File: config.mk
export PLATFORM = sky130hd
export DESIGN_NAME = sliding_window_elapsed_time
export DESIGN_NICKNAME = d
export VERILOG_FILES = /design/src/rtl/swet_pkg.sv /design/src/rtl/sliding_window_elapsed_time.sv /design/src/rtl/swet_ram.sv
export SDC_FILE = /design/constraint.sdc
export NUM_CORES = 2
export LEC_CHECK = 0
export BUFFER_PORTS_ARGS = -buffer_cell sky130_fd_sc_hd__buf_2
export CORE_UTILIZATION = 30
export DETAILED_ROUTE_END_ITERATION = 8
export GPL_ROUTABILITY_DRIVEN = 1
export SLEW_MARGIN = 0
export SYNTH_ARGS = -nofsm -noshare
export SYNTH_HDL_FRONTEND = slang
export SYNTH_SLANG_ARGS = --single-unit
File: constraint.sdc
create_clock -name clk_i -period 16.4 [get_ports clk_i]
set_input_delay 4.92 -clock clk_i [delete_from_list [all_inputs] [get_ports clk_i]]
set_output_delay 4.92 -clock clk_i [all_outputs]
set_load 0.05 [all_outputs]
File: src/rtl/swet_pkg.sv
// Shared constants and field widths for the sliding-window elapsed-time meter.
package swet_pkg;

  localparam int MaxSlices = 32;

  localparam int SecW      = 32;
  localparam int MsW       = 10;
  localparam int WinW      = 5;
  localparam int SpanW     = 32;
  localparam int IntervalW = 5;
  localparam int StampW    = SecW + MsW;

  localparam logic [MsW-1:0]  MsPerSec  = 10'd1000;
  localparam logic [WinW-1:0] WinReset  = 5'd1;

  localparam logic ActStart  = 1'b0;
  localparam logic ActSample = 1'b1;

endpackage

File: src/rtl/sliding_window_elapsed_time.sv
// Sliding-window elapsed-time meter: a request is taken every cycle while in_stall_o is low;
// its result, if any, passes through the input register, ring update and read of the oldest
// stamp, and subtract and saturate into the output register; downstream stall holds the
// pipeline and stalls upstream only when every stage is full. Start requests record a stamp
// and give no result. The stamp ring is a RAM of MaxSlices entries holding
// seconds*1000+millis; its one registered read of the oldest stamp per cycle sets the
// one-request-per-cycle rate. The window length register takes effect at the next start.
module sliding_window_elapsed_time #(
  parameter int MaxSlices = swet_pkg::MaxSlices
) (
  input  logic                           clk_i,
  input  logic                           rst_ni,
  input  logic                           cfg_we_i,
  input  logic [swet_pkg::WinW-1:0]      cfg_wdata_i,
  input  logic                           in_valid_i,
  output logic                           in_stall_o,
  input  logic                           action_i,
  input  logic [swet_pkg::SecW-1:0]      stamp_seconds_i,
  input  logic [swet_pkg::MsW-1:0]       stamp_millis_i,
  output logic                           out_valid_o,
  input  logic                           out_stall_i,
  output logic [swet_pkg::SpanW-1:0]     span_ms_o,
  output logic [swet_pkg::IntervalW-1:0] intervals_in_window_o
);

  localparam int AW   = $clog2(MaxSlices);
  localparam int LenW = AW + 1;

  // window register
  logic [swet_pkg::WinW-1:0] win_q;
  logic [swet_pkg::WinW-1:0] win_d;

  always_comb begin
    priority if (32'(cfg_wdata_i) >= 32'(MaxSlices)) begin
      win_d = swet_pkg::WinW'(MaxSlices - 1);
    end else if (cfg_wdata_i == '0) begin
      win_d = swet_pkg::WinW'(1);
    end else begin
      win_d = cfg_wdata_i;
    end
  end

  always_ff @(posedge clk_i or negedge rst_ni) begin
    if (!rst_ni) begin
      win_q <= swet_pkg::WinReset;
    end else if (cfg_we_i) begin
      win_q <= win_d;
    end
  end

  // handshake chain
  logic v1_q, v2_q, ov_q;
  logic ready_out, ready2, ready1, adv1, in_acc;

  assign ready_out  = !ov_q || !out_stall_i;
  assign ready2     = !v2_q || ready_out;
  assign adv1       = v1_q && ready2;
  assign ready1     = !v1_q || ready2;
  assign in_acc     = in_valid_i && ready1;
  assign in_stall_o = !ready1;

  // input register
  logic                      act1_q;
  logic [swet_pkg::SecW-1:0] sec1_q;
  logic [swet_pkg::MsW-1:0]  ms1_q;

  always_ff @(posedge clk_i or negedge rst_ni) begin
    if (!rst_ni) begin
      v1_q <= 1'b0;
    end else if (ready1) begin
      v1_q <= in_valid_i;
    end
  end

  always_ff @(posedge clk_i) begin
    if (in_acc) begin
      act1_q <= action_i;
      sec1_q <= stamp_seconds_i;
      ms1_q  <= stamp_millis_i;
    end
  end

  // ring state update
  logic [AW-1:0]   head_q, head_d;
  logic [LenW-1:0] fill_q, fill_d;
  logic [LenW-1:0] len_q, len_d;
  logic [LenW-1:0] head_inc, back, head_ext;
  logic [AW-1:0]   oldest;
  logic [swet_pkg::StampW-1:0] now1;
  logic            is_sample;

  assign is_sample = (act1_q == swet_pkg::ActSample);
  assign now1 = swet_pkg::StampW'(sec1_q) * swet_pkg::StampW'(swet_pkg::MsPerSec)
              + swet_pkg::StampW'(ms1_q);

  always_comb begin
    head_inc = LenW'(head_q) + LenW'(1);
    head_d   = head_q;
    fill_d   = fill_q;
    len_d    = len_q;
    if (is_sample) begin
      head_d = (head_inc >= len_q) ? '0 : AW'(head_inc);
      fill_d = (fill_q < len_q) ? fill_q + LenW'(1) : fill_q;
    end else begin
      head_d = '0;
      fill_d = LenW'(1);
      len_d  = LenW'(win_q) + LenW'(1);
    end
    back     = fill_d - LenW'(1);
    head_ext = LenW'(head_d);
    // oldest slot, wrapped within the current ring length
    if (head_ext >= back) begin
      oldest = AW'(head_ext - back);
    end else begin
      oldest = AW'(head_ext + len_q - back);
    end
  end

  always_ff @(posedge clk_i or negedge rst_ni) begin
    if (!rst_ni) begin
      head_q <= '0;
      fill_q <= '0;
      len_q  <= LenW'(swet_pkg::WinReset) + LenW'(1);
    end else if (adv1) begin
      head_q <= head_d;
      fill_q <= fill_d;
      len_q  <= len_d;
    end
  end

  logic [swet_pkg::StampW-1:0] rdata;

  swet_ram #(
    .Width (swet_pkg::StampW),
    .Depth (MaxSlices)
  ) u_ring (
    .clk_i   (clk_i),
    .we_i    (adv1),
    .waddr_i (head_d),
    .wdata_i (now1),
    .re_i    (adv1 && is_sample),
    .raddr_i (oldest),
    .rdata_o (rdata)
  );

  // second stage: stamp pair and interval count
  logic [swet_pkg::StampW-1:0]    now2_q;
  logic [swet_pkg::IntervalW-1:0] back2_q;
  logic                           zero2_q;

  always_ff @(posedge clk_i or negedge rst_ni) begin
    if (!rst_ni) begin
      v2_q <= 1'b0;
    end else if (ready2) begin
      v2_q <= adv1 && is_sample;
    end
  end

  always_ff @(posedge clk_i) begin
    if (adv1 && is_sample) begin
      now2_q  <= now1;
      back2_q <= swet_pkg::IntervalW'(back);
      zero2_q <= (back == '0);
    end
  end

  // subtract and saturate
  logic [swet_pkg::StampW-1:0] diff;
  logic [swet_pkg::SpanW-1:0]  span_d;

  assign diff = now2_q - rdata;

  always_comb begin
    // single-stamp window reads its own slot, so the span is forced to zero
    priority if (zero2_q || now2_q < rdata) begin
      span_d = '0;
    end else if (diff[swet_pkg::StampW-1:swet_pkg::SpanW] != '0) begin
      span_d = '1;
    end else begin
      span_d = diff[swet_pkg::SpanW-1:0];
    end
  end

  logic [swet_pkg::SpanW-1:0]     span_q;
  logic [swet_pkg::IntervalW-1:0] intv_q;

  always_ff @(posedge clk_i or negedge rst_ni) begin
    if (!rst_ni) begin
      ov_q <= 1'b0;
    end else if (ready_out) begin
      ov_q <= v2_q;
    end
  end

  always_ff @(posedge clk_i) begin
    if (ready_out && v2_q) begin
      span_q <= span_d;
      intv_q <= back2_q;
    end
  end

  assign out_valid_o           = ov_q;
  assign span_ms_o             = span_q;
  assign intervals_in_window_o = intv_q;

endmodule

File: src/rtl/swet_ram.sv
// Generic single-write, single-read RAM with registered read data.
module swet_ram #(
  parameter int Width = 8,
  parameter int Depth = 32
) (
  input  logic                     clk_i,
  input  logic                     we_i,
  input  logic [$clog2(Depth)-1:0] waddr_i,
  input  logic [Width-1:0]         wdata_i,
  input  logic                     re_i,
  input  logic [$clog2(Depth)-1:0] raddr_i,
  output logic [Width-1:0]         rdata_o
);

  logic [Width-1:0] mem_q [Depth];
  logic [Width-1:0] rdata_q;

  always_ff @(posedge clk_i) begin
    if (we_i) begin
      mem_q[waddr_i] <= wdata_i;
    end
    if (re_i) begin
      rdata_q <= mem_q[raddr_i];
    end
  end

  assign rdata_o = rdata_q;

endmodule

---- Word-level counts from Yosys, hierarchy flattened ----
Memory sizes are Yosys's and may differ from the RTL's. A register that Yosys moved wholly into a read port is not among the register bits.
Index checks and enable logic that the tools add are counted.
storage, ports and cells
  bits in registers ....................... 153
  memory bits (writable) .................. 1344
  bits of input ports ..................... 53
  output and inout bits ................... 39
  logic and storage cells ................. 57
  memories ................................ 1
memory list
  name          words  width  read ports  clocked after Yosys merged registers in  write ports  RTL line        source
  u_ring.mem_q  32     42     1           1                                        1            swet_ram.sv:15  logic [Width-1:0] mem_q [Depth];
cells by class
  add/sub/neg operators ................... 9
  $mul .................................... 1
  $lt $le $gt $ge ......................... 4
  muxes and demuxes ....................... 9
  bitwise gates (word level) .............. 1
  reductions and logical operators ........ 17
operator list
  kind                                                                   count
  42-bit by 10-bit adder with 42-bit output                              1
  42-bit < comparator                                                    1
  42-bit subtractor                                                      1
  32-bit by 7-bit multiplier with 39-bit output (second input constant)  1
  32-bit 2-to-1 mux                                                      1
  5-bit 2-to-1 mux                                                       4
  5-bit by 1-bit adder with 6-bit output (second input constant)         2
  6-bit 2-to-1 mux                                                       2
  10-bit nonzero test                                                    1
  5-bit subtractor                                                       2
  6-bit by 1-bit adder with 6-bit output (second input constant)         1
  5-bit by 6-bit greater-or-equal comparator with 1-bit output           1
  6-bit greater-or-equal comparator                                      1
  6-bit zero test                                                        1
  6-bit < comparator                                                     1
  6-bit by 1-bit subtractor with 6-bit output (second input constant)    1
  5-bit adder                                                            1
  1-bit zero test                                                        5
  5-bit zero test                                                        1
  1-bit logical AND                                                      4
  1-bit logical OR                                                       4
  1-bit 2-to-1 mux                                                       2
  2-bit AND reduction                                                    1
  1-bit NOT                                                              1

---- Depth between registers and ports, before layout ----
  depth after elaboration ................. 7
  depth in mapped cells ................... 28
  gate-level depth less buffers ........... 25

---- By module ----
Synthesis repeated with hierarchy kept, for this count alone.
unflattened totals
  cells, all modules ...................... 4546
  area, all modules ....................... 69248.9 µm²
by module, submodules not included
  module                       times used  cells each  area an instance (µm²)
  swet_ram                     1           2953        53622.7
  sliding_window_elapsed_time  1           1593        15626.2

---- Least setup slack after synthesis ----
No wires, ideal clock.
  path kind ............................... input-to-output
  from .................................... in out_stall_i
  to ...................................... out in_stall_o
  arrival ................................. 5.373 ns
  required time ........................... 11.480 ns
  slack ................................... 6.107 ns
  stages on the path ...................... 2
  buffers on the path ..................... 0
  cell sequence ........................... nand4_1 inv_1
on the way
  cells in the longest elaborated chain, start to end .. 5
ends and longest elaborated chain
  item              RTL line                           source
  from (decl)       sliding_window_elapsed_time.sv:21  input logic out_stall_i,
  1-bit zero test   sliding_window_elapsed_time.sv:55  assign ready_out = !ov_q || !out_stall_i;
  1-bit logical OR  sliding_window_elapsed_time.sv:55
  1-bit logical OR  sliding_window_elapsed_time.sv:56  assign ready2 = !v2_q || ready_out;
  1-bit logical OR  sliding_window_elapsed_time.sv:58  assign ready1 = !v1_q || ready2;
  1-bit zero test   sliding_window_elapsed_time.sv:60  assign in_stall_o = !ready1;
  to (decl)         sliding_window_elapsed_time.sv:16  output logic in_stall_o,
No other way between the ends.

---- Worst setup path after layout ----
Same ends and word-level chain as after synthesis.

==> out/results.ini <==
[outcome]
run_status = finished clean

[die]
initial_utilization_pct = 30.3
fp.dieW_um = 479
die_height_um = 479
placeableCoreArea_mm2 = 0.226
floorplan.rows = 174
i_o_pin_count = 92
die_area_mm2 = 0.230

[layout]
final_layout_size_suffix_gt1_share_pct = 9.61
finalNetCount = 5599
fillerInstances = 21600
layout-area-overhead-vs-synth_pct = 14.2
post_layout_nonfiller_instances = 8384

[global_routing]
grt_first_pass_wirelength_um = 279000
grt_overflow = 0
globalRouteTotalUtil_pct = 16.4
first_global_vias = 41100
grt_antenna_before_repair = 8
grt_max_degree = 174

[setup_path]
worstSetupEndpointType = primary output
cp_max_fo = 4
startpoint_type = primary input
critPathArrivalTime_ns = 5.64
cp_data_required_time_ns = 11.48
worst-setup-path-type = primary input to primary output

[route]
initialDrtViolationCount = 5413
dr_total_vias = 43400
route.final.wire_length_um = 194000
wire_per_inst_um = 23.2
detail_routed_via_count_per_cell = 5.18
drt_first_pass_iters = 6
drcViolationCount = 0
final_antenna_net_count = 0

[placement]
detailed_place_hpwl_um = 103000
place.gp.congestion = 0.854
port_buffers = 91
post-place-cells = 8096
placement.setup.worst_slack_ns = 5.84

[logic_synthesis]
ys_seq_elements = 1539
yosys_warnings = 0
net_count_synth = 5509
synth_area_per_cell_um2 = 13.2
postSynthCellCount = 5172
yosysSeqAreaShare_pct = 67.4
post_synth_fa_ha_maj_area_fraction_pct = 6.57
post-synth-top-count-cell = edfxtp_1
area_fraction_of_the_dominant_cell_type_after_synthesis_pct = 66.5
synthXorXnorAreaFrac_pct = 1.51
synth_flop_cell = edfxtp_1
post_synth_instance_area_mm2 = 0.0684
synth_simple_gate_area_share_pct = 12.8
async_flop_share_pct = 1.62
yosys-mux-area-fraction_pct = 2.63
synth_top_area_cell = edfxtp_1
combinational_family_with_the_most_area_after_synthesis = simple AND/OR/NAND/NOR gates
synth-edff-count = 1514
synth_top_area_cells = edfxtp_1 66%, nand2_1 6.1%, fa_1 3.7%
synth_commonest_cells = 1514 x edfxtp_1, 1112 x nand2_1, 378 x nand3_1, 272 x inv_1, 228 x nand4_1
synth_compound_area_share_pct = 5.97
yosys.cell_types.count = 85

[sta]
worst_slew_margin_rel_pct = 17.2
hold_violations = 0
final_max_slew_viol_count = 0
setup_tns_ns = 0
period_share_pct = 64.4
max_freq_mhz = 94.7
setup_slack_ns = 5.84
timing.final.setup_violations = 0
grt_setup_unrepaired = no
worst-slew-pin-transition_ns = 1.24
min_clock_period_post_route_ns = 10.56
finClkSkew_ns = 0.0361

[cts]
postCtsResizedCells = 0
clk_latency_ns = 0.80
number_of_buffers_added_by_the_clock_tree_synthesis_step = 156
cts_htree_levels = 4
clkTransAtPathRegs_ns = 0.06
cts_hold_buffers = 0
cts_num_sinks = 1539
cts_setup_buffers = 0
clock_tree_from_tritoncts = built
number_of_buffers_on_the_longest_clock_path = 3
cts-root-buf = clkbuf_16

[worst_hold_path]
holdCritPathClass = flip-flop to flip-flop

[flow_run]
drv_cap = 0

==> state kept, by name, indices dropped and copies added (netlist names) <==
name                   flops
v2_q                       1
now2_q                    42
sec1_q                    32
u_ring.mem_q            1344
zero2_q                    1
win_q                      5
len_q                      6
act1_q                     1
back2_q                    5
ms1_q                     10
intervals_in_window_o      5
fill_q                     6
out_valid_o                1
head_q                     5
u_ring.rdata_o            42
span_ms_o                 32
v1_q                       1
==> through the flow <==
step / instance area [um^2] / util (%) / hold slack (ns)
2_1_floorplan: 68400 / - / 0.400
3_3_place_gp: 72900 / 32.3 / 0.404
3_5_place_dp: 72900 / 32.3 / 0.406
4_1_cts: 78100 / 34.6 / 0.420
5_1_grt: 78100 / 34.6 / 0.424
6_report: 78100 / 34.6 / 0.418
==> metal layers <==
metal	track usage (%)	up-vias	share of wire [%]
met5	0	-	0.0098
met4	4.92	2	2.7
met3	2.61	288	8.9
met2	26.3	2006	46
met1	22.9	21900	42
li1	-	19300	-
==> cell families (layout without fill, tap and decap cells) <==
| group | Yosys count | count (layout) |
|---|---|---|
| AO/OA/AOI/OAI | 571 | 571 |
| XOR/XNOR | 118 | 118 |
| adder cells (fa/ha/maj) | 284 | 284 |
| buffers and inverters | 529 | 747 |
| flip-flops | 1539 | 1539 |
| multiplexers | 179 | 179 |
| other | 0 | 2 |
| AND/OR/NAND/NOR | 1952 | 1952 |
==> final timing paths <==
path,start,to,slack (ns),cells past startpoint
max in group asynchronous,rst_ni,len_q[4]$_DFFE_PN0P_,11.89,1
max reg2reg,head_q[0]$_DFFE_PN0P_,u_ring.rdata_o[41]$_DFFE_PP_,8.31,26
min,back2_q[0]$_DFFE_PP_,intervals_in_window_o[0]$_DFFE_PP_,0.42,0
min reg2reg,back2_q[0]$_DFFE_PP_,intervals_in_window_o[0]$_DFFE_PP_,0.42,0
min in group asynchronous,rst_ni,len_q[5]$_DFFE_PN0P_,4.13,1
max,out_stall_i,in_stall_o,5.84,4
==> cell type report <==
class	count	area, um^2	area share, %
well taps	2992	3740	4.79
diodes	2	5.00	0.00641
flip-flops and latches	1539	46100	59.0
clock inverters	93	967	1.24
inverters	272	1020	1.31
clock buffers	193	4170	5.34
multi-input cells	3104	20800	26.6
repair buffers	189	1290	1.65
==> worst max-delay path, cell delays in order <==
cell	delay [ns]
buf_2	0.14
nand4_1	0.19
inv_1	0.12
buf_2	0.27
==> cell usage in the layout, fill, tap and decap left out, types with 15 or more instances in the layout <==
master,n
a21o_1,54
a21oi_1,139
a32oi_1,169
and2_1,15
buf_2,91
buf_4,90
bufinv_16,15
clkbuf_1,31
clkbuf_16,162
clkinv_1,35
clkinv_2,24
dfrtp_1,23
edfxtp_1,1514
fa_1,125
ha_1,159
inv_1,271
mux2i_1,172
nand2_1,1112
nand3_1,378
nand4_1,228
nor2_1,63
nor2_4,32
nor2b_1,23
nor3_1,26
o21a_1,23
o21ai_0,64
xnor2_1,46
xnor2_2,25
xor2_1,36
Power is not shown: default switching activity piles up to over one toggle a cycle in this logic, so the estimate is an artifact.
